--- config.mk ---
export PLATFORM = sky130hd
export DESIGN_NAME = srom_ctrl
export DESIGN_NICKNAME = d
export VERILOG_FILES = /design/src/srom_pkg.sv /design/src/srom_ctrl.sv
export SDC_FILE = /design/constraint.sdc
export NUM_CORES = 1
export LEC_CHECK = 0
export BUFFER_PORTS_ARGS = -buffer_cell sky130_fd_sc_hd__buf_2
export CORE_AREA = 2 2 39 41
export CTS_BUF_LIST = sky130_fd_sc_hd__clkbuf_8
export CTS_CLUSTER_SIZE = 8
export DETAILED_ROUTE_END_ITERATION = 8
export DIE_AREA = 0 0 41 43
export GPL_TIMING_DRIVEN = 0
export PLACE_DENSITY = 0.82
export SLEW_MARGIN = 20
export SYNTH_ARGS = -nofsm -noshare
export SYNTH_HDL_FRONTEND = slang
export SYNTH_SLANG_ARGS = --single-unit
--- constraint.sdc ---
create_clock -name clk -period 2.05 [get_ports clk]
set_clock_uncertainty 0.1 [all_clocks]
set_input_delay 0.3075 -clock clk [delete_from_list [all_inputs] [get_ports clk]]
set_output_delay 0.3075 -clock clk [all_outputs]
set_load 0.005 [all_outputs]
--- src/srom_pkg.sv ---
// Shared types and codes for the slot range owner map.
// Used by srom_ctrl, srom_dpath and slot_range_owner_map; depends on nothing.

package srom_pkg;

    // Field widths fixed by the request and result formats
    localparam int SLOT_W      = 16;
    localparam int GROUP_W     = 16;
    localparam int STATUS_W    = 3;
    localparam int CONFLICT_W  = 14;
    localparam int COUNT_W     = 15;
    localparam int REQ_W       = 2;
    localparam int IN_TDATA_W  = 48;
    localparam int OUT_TDATA_W = 56;
    localparam int OUT_PAD_W   = OUT_TDATA_W - (STATUS_W + 1 + GROUP_W + CONFLICT_W + COUNT_W);

    localparam logic [GROUP_W-1:0] OUT_NONE = '1;

    typedef logic [REQ_W-1:0]    req_t;
    typedef logic [STATUS_W-1:0] status_t;
    typedef logic [1:0]          res_kind_t;

    // Request kinds
    localparam req_t REQ_CLEAR  = 2'd0;
    localparam req_t REQ_ASSIGN = 2'd1;
    localparam req_t REQ_LOOKUP = 2'd2;

    // Result status codes
    localparam status_t ST_OK         = 3'd0;
    localparam status_t ST_INVERTED   = 3'd1;
    localparam status_t ST_BEYOND     = 3'd2;
    localparam status_t ST_OWNED      = 3'd3;
    localparam status_t ST_FAILED     = 3'd4;
    localparam status_t ST_LOOKUP_OOR = 3'd5;

    // Where the result fields come from
    localparam res_kind_t RES_PLAIN    = 2'd0;
    localparam res_kind_t RES_LOOKUP   = 2'd1;
    localparam res_kind_t RES_CONFLICT = 2'd2;

    // Controller to datapath
    typedef struct packed {
        logic      latch_req;
        logic      rd_first;
        logic      walk_start;
        logic      walk_step;
        logic      clr_write;
        logic      clear_state;
        logic      set_fail;
        logic      set_res;
        res_kind_t res_kind;
        status_t   res_status;
        logic      out_load;
    } cmd_t;

    // Datapath to controller
    typedef struct packed {
        req_t req_type;
        logic failed;
        logic inverted;
        logic beyond;
        logic no_owner_grp;
        logic lookup_oor;
        logic clr_last;
        logic entry_owned;
        logic walk_last;
        logic out_busy;
    } sts_t;

endpackage

--- src/srom_ctrl.sv ---
// Sequencer for the slot range owner map: reset sweep, decode, lookup, walk, clear, respond.
// Depends on srom_pkg for the command and status structs and the codes.

module srom_ctrl
    import srom_pkg::*;
(
    input  logic clk,
    input  logic rst_n,
    input  logic req_valid,
    output logic req_ready,
    input  sts_t sts,
    output cmd_t cmd
);

    localparam logic [2:0] S_INIT   = 3'd0;
    localparam logic [2:0] S_IDLE   = 3'd1;
    localparam logic [2:0] S_DECODE = 3'd2;
    localparam logic [2:0] S_LOOKUP = 3'd3;
    localparam logic [2:0] S_WALK   = 3'd4;
    localparam logic [2:0] S_CLEAR  = 3'd5;
    localparam logic [2:0] S_RESP   = 3'd6;

    logic [2:0] state_reg;
    logic [2:0] state_next;

    assign req_ready = (state_reg == S_IDLE);

    always_comb
    begin
        cmd        = '0;
        state_next = state_reg;
        unique case (state_reg)
            S_INIT:
            begin
                cmd.clr_write = 1'b1;
                if (sts.clr_last)
                begin
                    state_next = S_IDLE;
                end
            end
            S_IDLE:
            begin
                if (req_valid)
                begin
                    cmd.latch_req = 1'b1;
                    state_next    = S_DECODE;
                end
            end
            S_DECODE:
            begin
                cmd.set_res    = 1'b1;
                cmd.res_kind   = RES_PLAIN;
                cmd.res_status = ST_OK;
                state_next     = S_RESP;
                unique case (sts.req_type)
                    REQ_CLEAR:
                    begin
                        cmd.clear_state = 1'b1;
                        state_next      = S_CLEAR;
                    end
                    REQ_ASSIGN:
                    begin
                        if (sts.failed)
                        begin
                            cmd.res_status = ST_FAILED;
                        end
                        else if (sts.inverted)
                        begin
                            cmd.res_status = ST_INVERTED;
                            cmd.set_fail   = 1'b1;
                        end
                        else if (sts.beyond)
                        begin
                            cmd.res_status = ST_BEYOND;
                            cmd.set_fail   = 1'b1;
                        end
                        else if (!sts.no_owner_grp)
                        begin
                            cmd.set_res    = 1'b0;
                            cmd.rd_first   = 1'b1;
                            cmd.walk_start = 1'b1;
                            state_next     = S_WALK;
                        end
                    end
                    REQ_LOOKUP:
                    begin
                        if (sts.failed)
                        begin
                            cmd.res_status = ST_FAILED;
                        end
                        else if (sts.lookup_oor)
                        begin
                            cmd.res_status = ST_LOOKUP_OOR;
                        end
                        else
                        begin
                            cmd.set_res  = 1'b0;
                            cmd.rd_first = 1'b1;
                            state_next   = S_LOOKUP;
                        end
                    end
                    default:
                    begin
                    end
                endcase
            end
            S_LOOKUP:
            begin
                cmd.set_res    = 1'b1;
                cmd.res_kind   = RES_LOOKUP;
                cmd.res_status = ST_OK;
                state_next     = S_RESP;
            end
            S_WALK:
            begin
                if (sts.entry_owned)
                begin
                    cmd.set_res    = 1'b1;
                    cmd.res_kind   = RES_CONFLICT;
                    cmd.res_status = ST_OWNED;
                    cmd.set_fail   = 1'b1;
                    state_next     = S_RESP;
                end
                else
                begin
                    cmd.walk_step = 1'b1;
                    if (sts.walk_last)
                    begin
                        cmd.set_res    = 1'b1;
                        cmd.res_kind   = RES_PLAIN;
                        cmd.res_status = ST_OK;
                        state_next     = S_RESP;
                    end
                end
            end
            S_CLEAR:
            begin
                cmd.clr_write = 1'b1;
                if (sts.clr_last)
                begin
                    state_next = S_RESP;
                end
            end
            S_RESP:
            begin
                if (!sts.out_busy)
                begin
                    cmd.out_load = 1'b1;
                    state_next   = S_IDLE;
                end
            end
            default:
            begin
                state_next = S_IDLE;
            end
        endcase
    end

    always_ff @(posedge clk or negedge rst_n)
    begin
        if (!rst_n)
        begin
            state_reg <= S_INIT;
        end
        else
        begin
            state_reg <= state_next;
        end
    end

    a_init_sweep_done: assert property (@(posedge clk) disable iff (!rst_n)
        ($past(state_reg) == S_INIT && state_reg != S_INIT) |-> $past(sts.clr_last))
        else $error("left reset sweep before the last table entry");

    a_walk_no_accept: assert property (@(posedge clk) disable iff (!rst_n)
        (state_reg == S_WALK || state_reg == S_CLEAR) |-> !cmd.latch_req)
        else $error("request latched during a walk or clear");

endmodule

==> run metrics, run 1 <==
layout cells sized above 1=0.4000; # DRC=0; 1st-iter DRT viols=6; nets=between 100 and 150; adder-cell share of the synthesized area=0.09281; crit path max fanout=10; Clock Latency Late Sink=0.22 ns; Synth Register Bits=3; main combinational cell family by area after synthesis=simple AND/OR/NAND/NOR gates; Die Ht=43 um; crit-path cells=buf_6 -> nor3b_4 -> and2b_1 -> nand2_2 -> o31ai_2 -> buf_2; Final WS setup=0.07412 ns; worst slew pin tran=0.3589 ns; maximum capacitance violations=0; Starting Density=0.3897; most frequent cells in the layout=30 x buf_2, 9 x nor3_1, 7 x nor2_1; critical path class=reg2out; Setup crit start kind=register; post-synth top area cell=dfrtp_1; IO Count=29; input/output buffers=28; synthesized instance count=76; clock slew at reported path FFs=roughly 0.03 ns; power per cell area=1158 nW/um^2; library cells used by synthesis=36; mux share of post-synthesis cell area=0.01856; GP Congestion=0.7471; Async SR Flop Fraction=1.000; crit path DAT=1.57 ns; leading cell type in the layout, fill and taps excluded=buf_2; CTS tree=built; HP Class=in2async; TritonRoute pass-1 iters=4; Routed WL per cell=11.73 um; Inserted Diodes=0; Max Buffers Root-to-Sink=2; H-Tree Depth=1; first-pass GRT wire length=2421 um; Routed Wire Length=1478 um; EDFF count, synth=0; Final HPWL DP=1111 um; CP Capture Type=output port; area occupied by multi-input gates=422.9 sq um; hold slack=0.3125 ns; Max Slew Vio Count=0; Yosys warnings=0; Yosys top cell area share=0.1392; fmax=0.5061 GHz; pre-CTS setup slack=0.1402 ns; max_slew headroom=0.7582; post-route ant nets=0; required time of the critical path=around 1.6 ns; Syn Area/Cell=roughly 7 sq um; syn nets=94; num rows=14; final setup fails=0; Final Hold Fails=0; Tcrit/Tclk final=0.9638; reg2reg start=state_reg[0]$_DFFE_PN0P_; largest net degree at the start of global routing=11; post-route minimum period=just under 2 ns; register area share after synthesis=0.1392; RSZ-0062 raised after global routing=yes; clk root buf=clkbuf_8; outcome=complete, no violations; chip width=41 um; via count=682; slowest stage delay, CP=0.38 ns; drt via density=5.413; TritonCTS buffer count=3; Area contributors post-synth=dfrtp_1 14%, ha_1 9.3%, nor3_1 8.4%, o21ai_0 5.6%, nor2_1 4.9%; xor/xnor share of the synthesized area=0.01624; IR drop worst, VDD=approximately 400 uV; Layout area overhead=43.62%; compound-gate portion of the synthesized area=0.2761; ys flop type=dfrtp_1; vias in the first global route=just over 600; Remaining Overflow, GRT=0; Core Area=1384 sq um; die footprint=~1800 sq um; initial antenna violation count=0; P_leak=~0.42 nW; Reg area=75.07 sq um; CTS Sinks=3; Register-to-Register Setup Slack=approximately 0.53 ns; Critical Path Source=state_reg[2]$_DFFE_PN0P_; simple-gate area share of the yosys netlist=0.3643; Mapped Area=539.3 sq um; CP max-delay cell=dfrtp_1; filler cell count=138; GRT Overall Usage=0.1926; Largest register FFs=3
## power breakdown
| group | internal, mW | leakage [nW] | switching (mW) | total [mW] |
|---|---|---|---|---|
| clock network | 0.127 | 0.0269 | 0.0394 | 0.167 |
| registers | 0.0923 | 0.0361 | 0.0317 | 0.124 |
| logic | 0.297 | 0.357 | 0.309 | 0.606 |
| total | 0.516 | 0.420 | 0.380 | 0.897 |
## Yosys cell counts (2+ instances only)
cell and instances:
nor3_1 9, nor2_1 7, nand2_1 6, o21ai_0 6, inv_1 5, a21oi_1 4, ha_1 4, dfrtp_1 3
and2_1 2, buf_2 2, nor2b_1 2, nor4b_1 2
## kinds of logic (layout without fill, tap and decap cells)
group | Yosys count | after routing
multiplexers | 1 | 1
flip-flops | 3 | 3
AO/OA/AOI/OAI | 21 | 21
XOR/XNOR | 1 | 1
AND/OR/NAND/NOR | 36 | 36
adder cells (fa/ha/maj) | 4 | 4
buffers and inverters | 10 | 44
## path summary, 6_finish.rpt
path | end | depth (start not counted)
max | cmd[2] | 6
min | state_reg[2]$_DFFE_PN0P_ | 2
max reg2reg | state_reg[1]$_DFFE_PN0P_ | 5
min reg2reg | state_reg[2]$_DFFE_PN0P_ | 3
max in group asynchronous | state_reg[0]$_DFFE_PN0P_ | 2
min in group clk | state_reg[2]$_DFFE_PN0P_ | 3
## layer usage
layer,track usage,vias to the layer above,part of all wire
met1,0.2308,312,0.42
li1,-,345,-
met4,0.08000,0,0.0095
met3,0.01571,2,0.050
met5,0,-,0
met2,0.3281,23,0.52
## worst max-delay path: cells and delay by family (launching register included)
kind / cells / cell delay [ns]
AO/OA/AOI/OAI: 1 / 0.18
AND/OR/NAND/NOR: 3 / 0.51
flip-flops: 1 / 0.38
buffers and inverters: 2 / 0.29
## layout make-up
type / count / share of cell area
plain buffers: 3 / 0.02746
inverters: 6 / 0.03231
repair buffers: 31 / 0.2132
flip-flops and latches: 3 / 0.09693
clock buffers: 3 / 0.05331
multi-input cells: 63 / 0.5460
well taps: 16 / 0.02585
clock inverters: 1 / 0.004847
## per-stage QoR
stage          TNS (ns)  instances  utilization  cell area [sq um]  total power, mW
2_1_floorplan         0         76            -              539.3           0.5228
3_5_place_dp          0        120       0.5054              699.4           0.6886
3_3_place_gp          0        120       0.5054              699.4           0.6758
6_report              0        126       0.5597              774.5           0.8969
4_1_cts               0        126       0.5552              768.2           0.8856
5_1_grt        -0.04139        126       0.5597              774.5           0.9930
## timing repair
| action | CTS | global route |
|---|---|---|
| hold endpoints to repair | 3 | 0 |
| setup buffers | 1 | 1 |
| hold buffers | 1 | 0 |
| pin swaps | 0 | 3 |
| setup endpoints to repair | 1 | 3 |
| resized for setup | 1 | 1 |
(Power assumes the default switching activity.)
==> run 2: changes to the inputs <==
--- a/config.mk
+++ b/config.mk
@@ -12,7 +12,7 @@
 export DETAILED_ROUTE_END_ITERATION = 8
 export DIE_AREA = 0 0 41 43
 export GPL_TIMING_DRIVEN = 0
-export PLACE_DENSITY = 0.82
+export PLACE_DENSITY = 0.69
 export SLEW_MARGIN = 20
 export SYNTH_ARGS = -nofsm -noshare
 export SYNTH_HDL_FRONTEND = slang
==> run 2 against run 1 <==
  * Design area up 0.97%
  * Register-to-register slack worse by 0.04 ns
  * Sequential share of layout area down 0.093 points
  * Fmax up 0.56%
  * Critical endpoint unchanged
  * Highest routed layer is now met3
==> run metrics, run 2 (synthesis results as in run 1) <==
vias in the first global route=528 (-15%); setup TNS=0 ns (unchanged); GRT Overall Usage=0.1675 (-0.02508); post-route minimum period=1.965 ns (-0.01106 ns); Layout area overhead=45.01%; power per cell area=1148 nW/um^2 (-0.89%); Starting Density=0.3897 (unchanged); crit-path cells=buf_6 -> nor3b_4 -> and2b_1 -> nand2_2 -> o31ai_2 -> buf_2; Reg area=75.07 sq um (unchanged); Die Ht=43 um (unchanged); Core Area=1384 sq um (unchanged); Largest register FFs=3 (unchanged); IR drop worst, VDD=625.0 uV (+58%); met3 routed WL=70 um (-5.4%); drt via density=5.157 (-4.7%); GP Congestion=0.7413 (-0.78%); RSZ-0062 raised after global routing=no; leading cell type in the layout, fill and taps excluded=buf_2; Worst path top cell family by delay=simple AND/OR/NAND/NOR gates; Max Slew Vio Count=0 (unchanged); IO Count=29 (unchanged); TritonRoute pass-1 iters=4 (unchanged); maximum capacitance violations=0 (unchanged); met2 routed WL=670 um (-13%); Final Core Density=0.5651 (+0.005424); Routed WL per cell=10.66 um (-9.1%); Setup crit start kind=register; crit path DAT=1.56 ns (about the same); H-Tree Depth=1 (unchanged); input/output buffers=28 (unchanged); num rows=14 (unchanged); CP max-delay cell=dfrtp_1; Routed Wire Length=1354 um (-8.4%); Max Buffers Root-to-Sink=2 (unchanged); # DRC=0 (unchanged); Final Hold Fails=0 (unchanged); top sig layer=met3; Clock Latency Late Sink=0.21 ns (about the same); 1st-iter DRT viols=7 (+1); P_leak=0.4251 nW (+1.1%); layout cells sized above 1=0.4054 (+0.005405); Tcrit/Tclk final=0.9584 (-0.005396); crit path max fanout=3 (-7); M1 wire length=613 um (-1.3%); first-pass GRT wire length=2083 um (-14%); nets=130 (+0.78%); HP Class=in2async; critical path class=reg2out; filler cell count=142 (+2.9%); largest net degree at the start of global routing=11 (unchanged); Final HPWL DP=1087 um (-2.2%); max_slew headroom=0.7765 (+0.01829); clk root buf=clkbuf_8; CP Capture Type=output port; Remaining Overflow, GRT=0 (unchanged); area occupied by multi-input gates=422.9 sq um (unchanged); Worst Path Buf+Inv=2 (unchanged); required time of the critical path=1.64 ns (about the same); via count=655 (-4.0%); final setup fails=0 (unchanged); CTS Sinks=3 (unchanged); worst slew pin tran=0.3317 ns (-0.02715 ns); clock slew at reported path FFs=0.03 ns (about the same); TritonCTS buffer count=3 (unchanged); most frequent cells in the layout=30 x buf_2, 9 x nor3_1, 7 x nor2_1; initial antenna violation count=0 (unchanged); Inserted Diodes=0 (unchanged); slowest stage delay, CP=0.38 ns (about the same); outcome=complete, no violations; die footprint=1763 sq um (unchanged); chip width=41 um (unchanged); post-route ant nets=0 (unchanged); fmax=0.5090 GHz (+0.56%); CTS tree=built
-- run 2: changes by cell type in the layout (fill, tap and decap cells not counted) --
cell   previous run  this run
buf_4             2         3
-- run 2: report_power, final --
group | internal (mW) | leakage [nW] | switching (mW)
combinational | 0.308 | 0.362 | 0.306
sequential | 0.0923 | 0.0361 | 0.0310
clock | 0.127 | 0.0269 | 0.0330
total | 0.528 | 0.425 | 0.370
-- run 2: timing repair --
action	4_1_cts	5_1_grt
setup buffers	1	2
hold endpoints to repair	3	0
cloned	0	0
pin swaps	0	1
endpoints found under the setup margin	1	4
hold buffers	1	0
resized for setup	1	1
-- run 2: through the flow --
stage          total power, mW  hold WS [ns]  setup slack (ns)  instances  instance area (sq um)
2_1_floorplan           0.5228      -0.08809            0.4578         76                  539.3
3_3_place_gp            0.6801      0.004080            0.1542        120                  699.4
3_5_place_dp            0.6877      0.003612            0.1441        120                  699.4
4_1_cts                 0.8769        0.3275           0.01456        126                  768.2
5_1_grt                 0.9848        0.3347          0.006501        127                  782.0
6_report                0.8975        0.3184           0.08518        127                  782.0
-- run 2: final timing paths --
check	slack, ns	start	to	depth (start not counted)
setup / recovery	0.09	state_reg[2]$_DFFE_PN0P_	cmd[2]	6
hold / removal	0.32	rst_n	state_reg[2]$_DFFE_PN0P_	2
setup reg to reg	0.49	state_reg[2]$_DFFE_PN0P_	state_reg[1]$_DFFE_PN0P_	6
hold reg to reg	0.71	state_reg[0]$_DFFE_PN0P_	state_reg[0]$_DFFE_PN0P_	2
max in group asynchronous	1.43	rst_n	state_reg[1]$_DFFE_PN0P_	2
min in group clk	0.38	sts[0]	state_reg[2]$_DFFE_PN0P_	3
-- run 2: layout make-up --
| cell class | instances | share of cell area |
|---|---|---|
| multi-input cells | 63 | 0.5408 |
| well taps | 16 | 0.02560 |
| clock buffers | 3 | 0.05280 |
| flip-flops and latches | 3 | 0.09600 |
| plain buffers | 3 | 0.02720 |
| clock inverters | 1 | 0.004800 |
| repair buffers | 32 | 0.2208 |
| inverters | 6 | 0.03200 |
-- run 2: layer usage --
metal | vias up | track usage
met2 | 24 | 0.2813
met3 | 0 | 0.03141
met1 | 284 | 0.2083
li1 | 347 | -
met5 | - | 0
met4 | 0 | 0.04000
-- run 2: worst register-to-register path: cells and delay by family, from the launching register on --
| family | cells | cell delay, ns |
|---|---|---|
| AO/OA/AOI/OAI | 3 | 0.51 |
| flip-flops | 1 | 0.38 |
| buffers and inverters | 2 | 0.29 |
| AND/OR/NAND/NOR | 1 | 0.17 |
==> run 3: changes to the inputs <==
==> constraint.sdc (replaced) <==
create_clock -name clk -period 2.1 [get_ports clk]
set_clock_uncertainty 0.1 [all_clocks]
set_input_delay 0.315 -clock clk [delete_from_list [all_inputs] [get_ports clk]]
set_output_delay 0.315 -clock clk [all_outputs]
set_load 0.005 [all_outputs]
==> run 3 against run 2 <==
  * Clock power is 3% lower
  * Via count shrank 0.15%
  * Sequential power about the same
  * Sequential share of layout area is 0.062 points higher
  * Non-clock buffer count did not move
  * Routed wire length grew 1.5%
  * Worst hold slack improved by 0.0079 ns
==> run metrics, run 3 (synthesis results as in run 1) <==
die footprint=1763 sq um (unchanged); filler cell count=144 (+1.4%); Max Buffers Root-to-Sink=2 (unchanged); input/output buffers=28 (unchanged); Largest register FFs=3 (unchanged); Worst path top cell family by delay=simple AND/OR/NAND/NOR gates; Reg area=75.07 sq um (unchanged); Final Hold Fails=0 (unchanged); IO Count=29 (unchanged); power per cell area=1112 nW/um^2 (-3.1%); Worst Path Buf+Inv=2 (unchanged); critical path class=reg2out; pre-CTS setup slack=0.1791 ns (+0.03500 ns); GRT met2 Usage=0.2813 (unchanged); largest net degree at the start of global routing=11 (unchanged); busiest grt layer=met2; crit path max fanout=10 (+7); first-pass GRT wire length=2063 um (-0.96%); nets=130 (unchanged); Final WS setup=0.1086 ns (+0.02338 ns); TritonRoute pass-1 iters=4 (unchanged); outcome=complete, no violations; required time of the critical path=1.68 ns (+0.04 ns); # DRC=0 (unchanged); RSZ-0062 raised after global routing=no; via count=654 (-0.15%); M1 GR Usage=0.2019 (-0.006410); CTS Sinks=3 (unchanged); crit path DAT=1.58 ns (+0.02 ns); most frequent cells in the layout=30 x buf_2, 9 x nor3_1, 7 x nor2_1; Tcrit/Tclk final=0.9483; post-route minimum period=1.991 ns; Final HPWL DP=1087 um (unchanged); setup TNS=0 ns (unchanged); IR drop worst, VDD=578.9 uV (-7.4%); slowest stage delay, CP=0.38 ns (about the same); Layout area overhead=44.08%; leading cell type in the layout, fill and taps excluded=buf_2; initial antenna violation count=0 (unchanged); H-Tree Depth=1 (unchanged); GRT Overall Usage=0.1655 (-0.002006); final std cells w/o fill=127 (unchanged); clk root buf=clkbuf_8; CP Capture Type=output port; final setup fails=0 (unchanged); clock slew at reported path FFs=0.03 ns (about the same); Setup crit start kind=register; Core Area=1384 sq um (unchanged); Routed WL per cell=10.82 um (+1.5%); chip width=41 um (unchanged); drt via density=5.150 (-0.15%); Routed Wire Length=1374 um (+1.5%); CP max-delay cell=dfrtp_1; cell total after placement=120 (unchanged); GP Congestion=0.7413 (unchanged); 1st-iter DRT viols=9 (+2); layout cells sized above 1=0.3964 (-0.009009); Die Ht=43 um (unchanged); maximum capacitance violations=0 (unchanged); TritonCTS buffer count=3 (unchanged); fmax=0.5021 GHz; Remaining Overflow, GRT=0 (unchanged); P_leak=0.4204 nW (-1.1%); worst slew pin tran=0.3533 ns (+0.02157 ns); met3 Use GR=0.03141 (unchanged); Inserted Diodes=0 (unchanged); Clock Latency Late Sink=0.21 ns (about the same); crit-path cells=buf_6 -> nor3b_4 -> and2b_2 -> nand2_1 -> o31ai_2 -> buf_2; Pwr Total=0.8637 mW (-3.8%); post-route ant nets=0 (unchanged); max_slew headroom=0.7620 (-0.01454); Max Slew Vio Count=0 (unchanged); vias in the first global route=527 (-0.19%); Starting Density=0.3897 (unchanged); CTS tree=built; HP Class=in2async; area occupied by multi-input gates=421.7 sq um (-0.30%); num rows=14 (unchanged)
-- run 3: cell types whose count changed in the layout (fill, tap and decap cells not counted), sizes merged --
cell / previous run / this run
buf: 34 / 33
clkbuf: 3 / 4
-- run 3: where the power goes --
part / internal (mW) / switching [mW]
combinational: 0.290 / 0.299
clock: 0.124 / 0.0311
sequential: 0.0901 / 0.0300
-- run 3: stage by stage --
stage            util  area [sq um]  hold WS, ns
6_report       0.5615         777.0       0.3263
3_3_place_gp   0.5054         699.4      0.01158
4_1_cts        0.5452         754.5       0.3350
2_1_floorplan       -         539.3     -0.08059
3_5_place_dp   0.5054         699.4      0.01111
5_1_grt        0.5615         777.0       0.3422
-- run 3: repair_timing --
action	4_1_cts	5_1_grt
resized for setup	0	2
hold buffers	1	0
setup buffers	0	2
setup endpoints to repair	0	2
hold endpoints to repair	3	0
-- run 3: metal layers --
| metal | vias up | share of wire |
|---|---|---|
| met5 | - | 0 |
| met4 | 0 | 0 |
| met3 | 0 | 0.052 |
| met2 | 22 | 0.50 |
| met1 | 286 | 0.45 |
| li1 | 346 | - |
-- run 3: area by class of cell --
| type | count | area share |
|---|---|---|
| repair buffers | 31 | 0.2126 |
| multi-input cells | 63 | 0.5427 |
| inverters | 6 | 0.03221 |
| flip-flops and latches | 3 | 0.09662 |
| clock inverters | 1 | 0.004831 |
| plain buffers | 4 | 0.03221 |
| well taps | 16 | 0.02576 |
| clock buffers | 3 | 0.05314 |
-- run 3: path summary, 6_finish.rpt --
path	start	end	cells after the start	slack, ns
worst max-delay path	state_reg[2]$_DFFE_PN0P_	cmd[2]	6	0.11
worst min-delay path	rst_n	state_reg[2]$_DFFE_PN0P_	2	0.33
worst max register to register	state_reg[0]$_DFFE_PN0P_	state_reg[1]$_DFFE_PN0P_	5	0.60
worst min register to register	state_reg[2]$_DFFE_PN0P_	state_reg[2]$_DFFE_PN0P_	3	0.64
max in group asynchronous	rst_n	state_reg[1]$_DFFE_PN0P_	2	1.47
min in group clk	sts[0]	state_reg[2]$_DFFE_PN0P_	3	0.39
-- run 3: worst register-to-register path, stage by stage, from the launching register on --
cell and delay, ns:
dfrtp_1 0.39, buf_2 0.19, nor3_1 0.19, a21oi_1 0.06
o32a_1 0.19, a211o_1 0.26
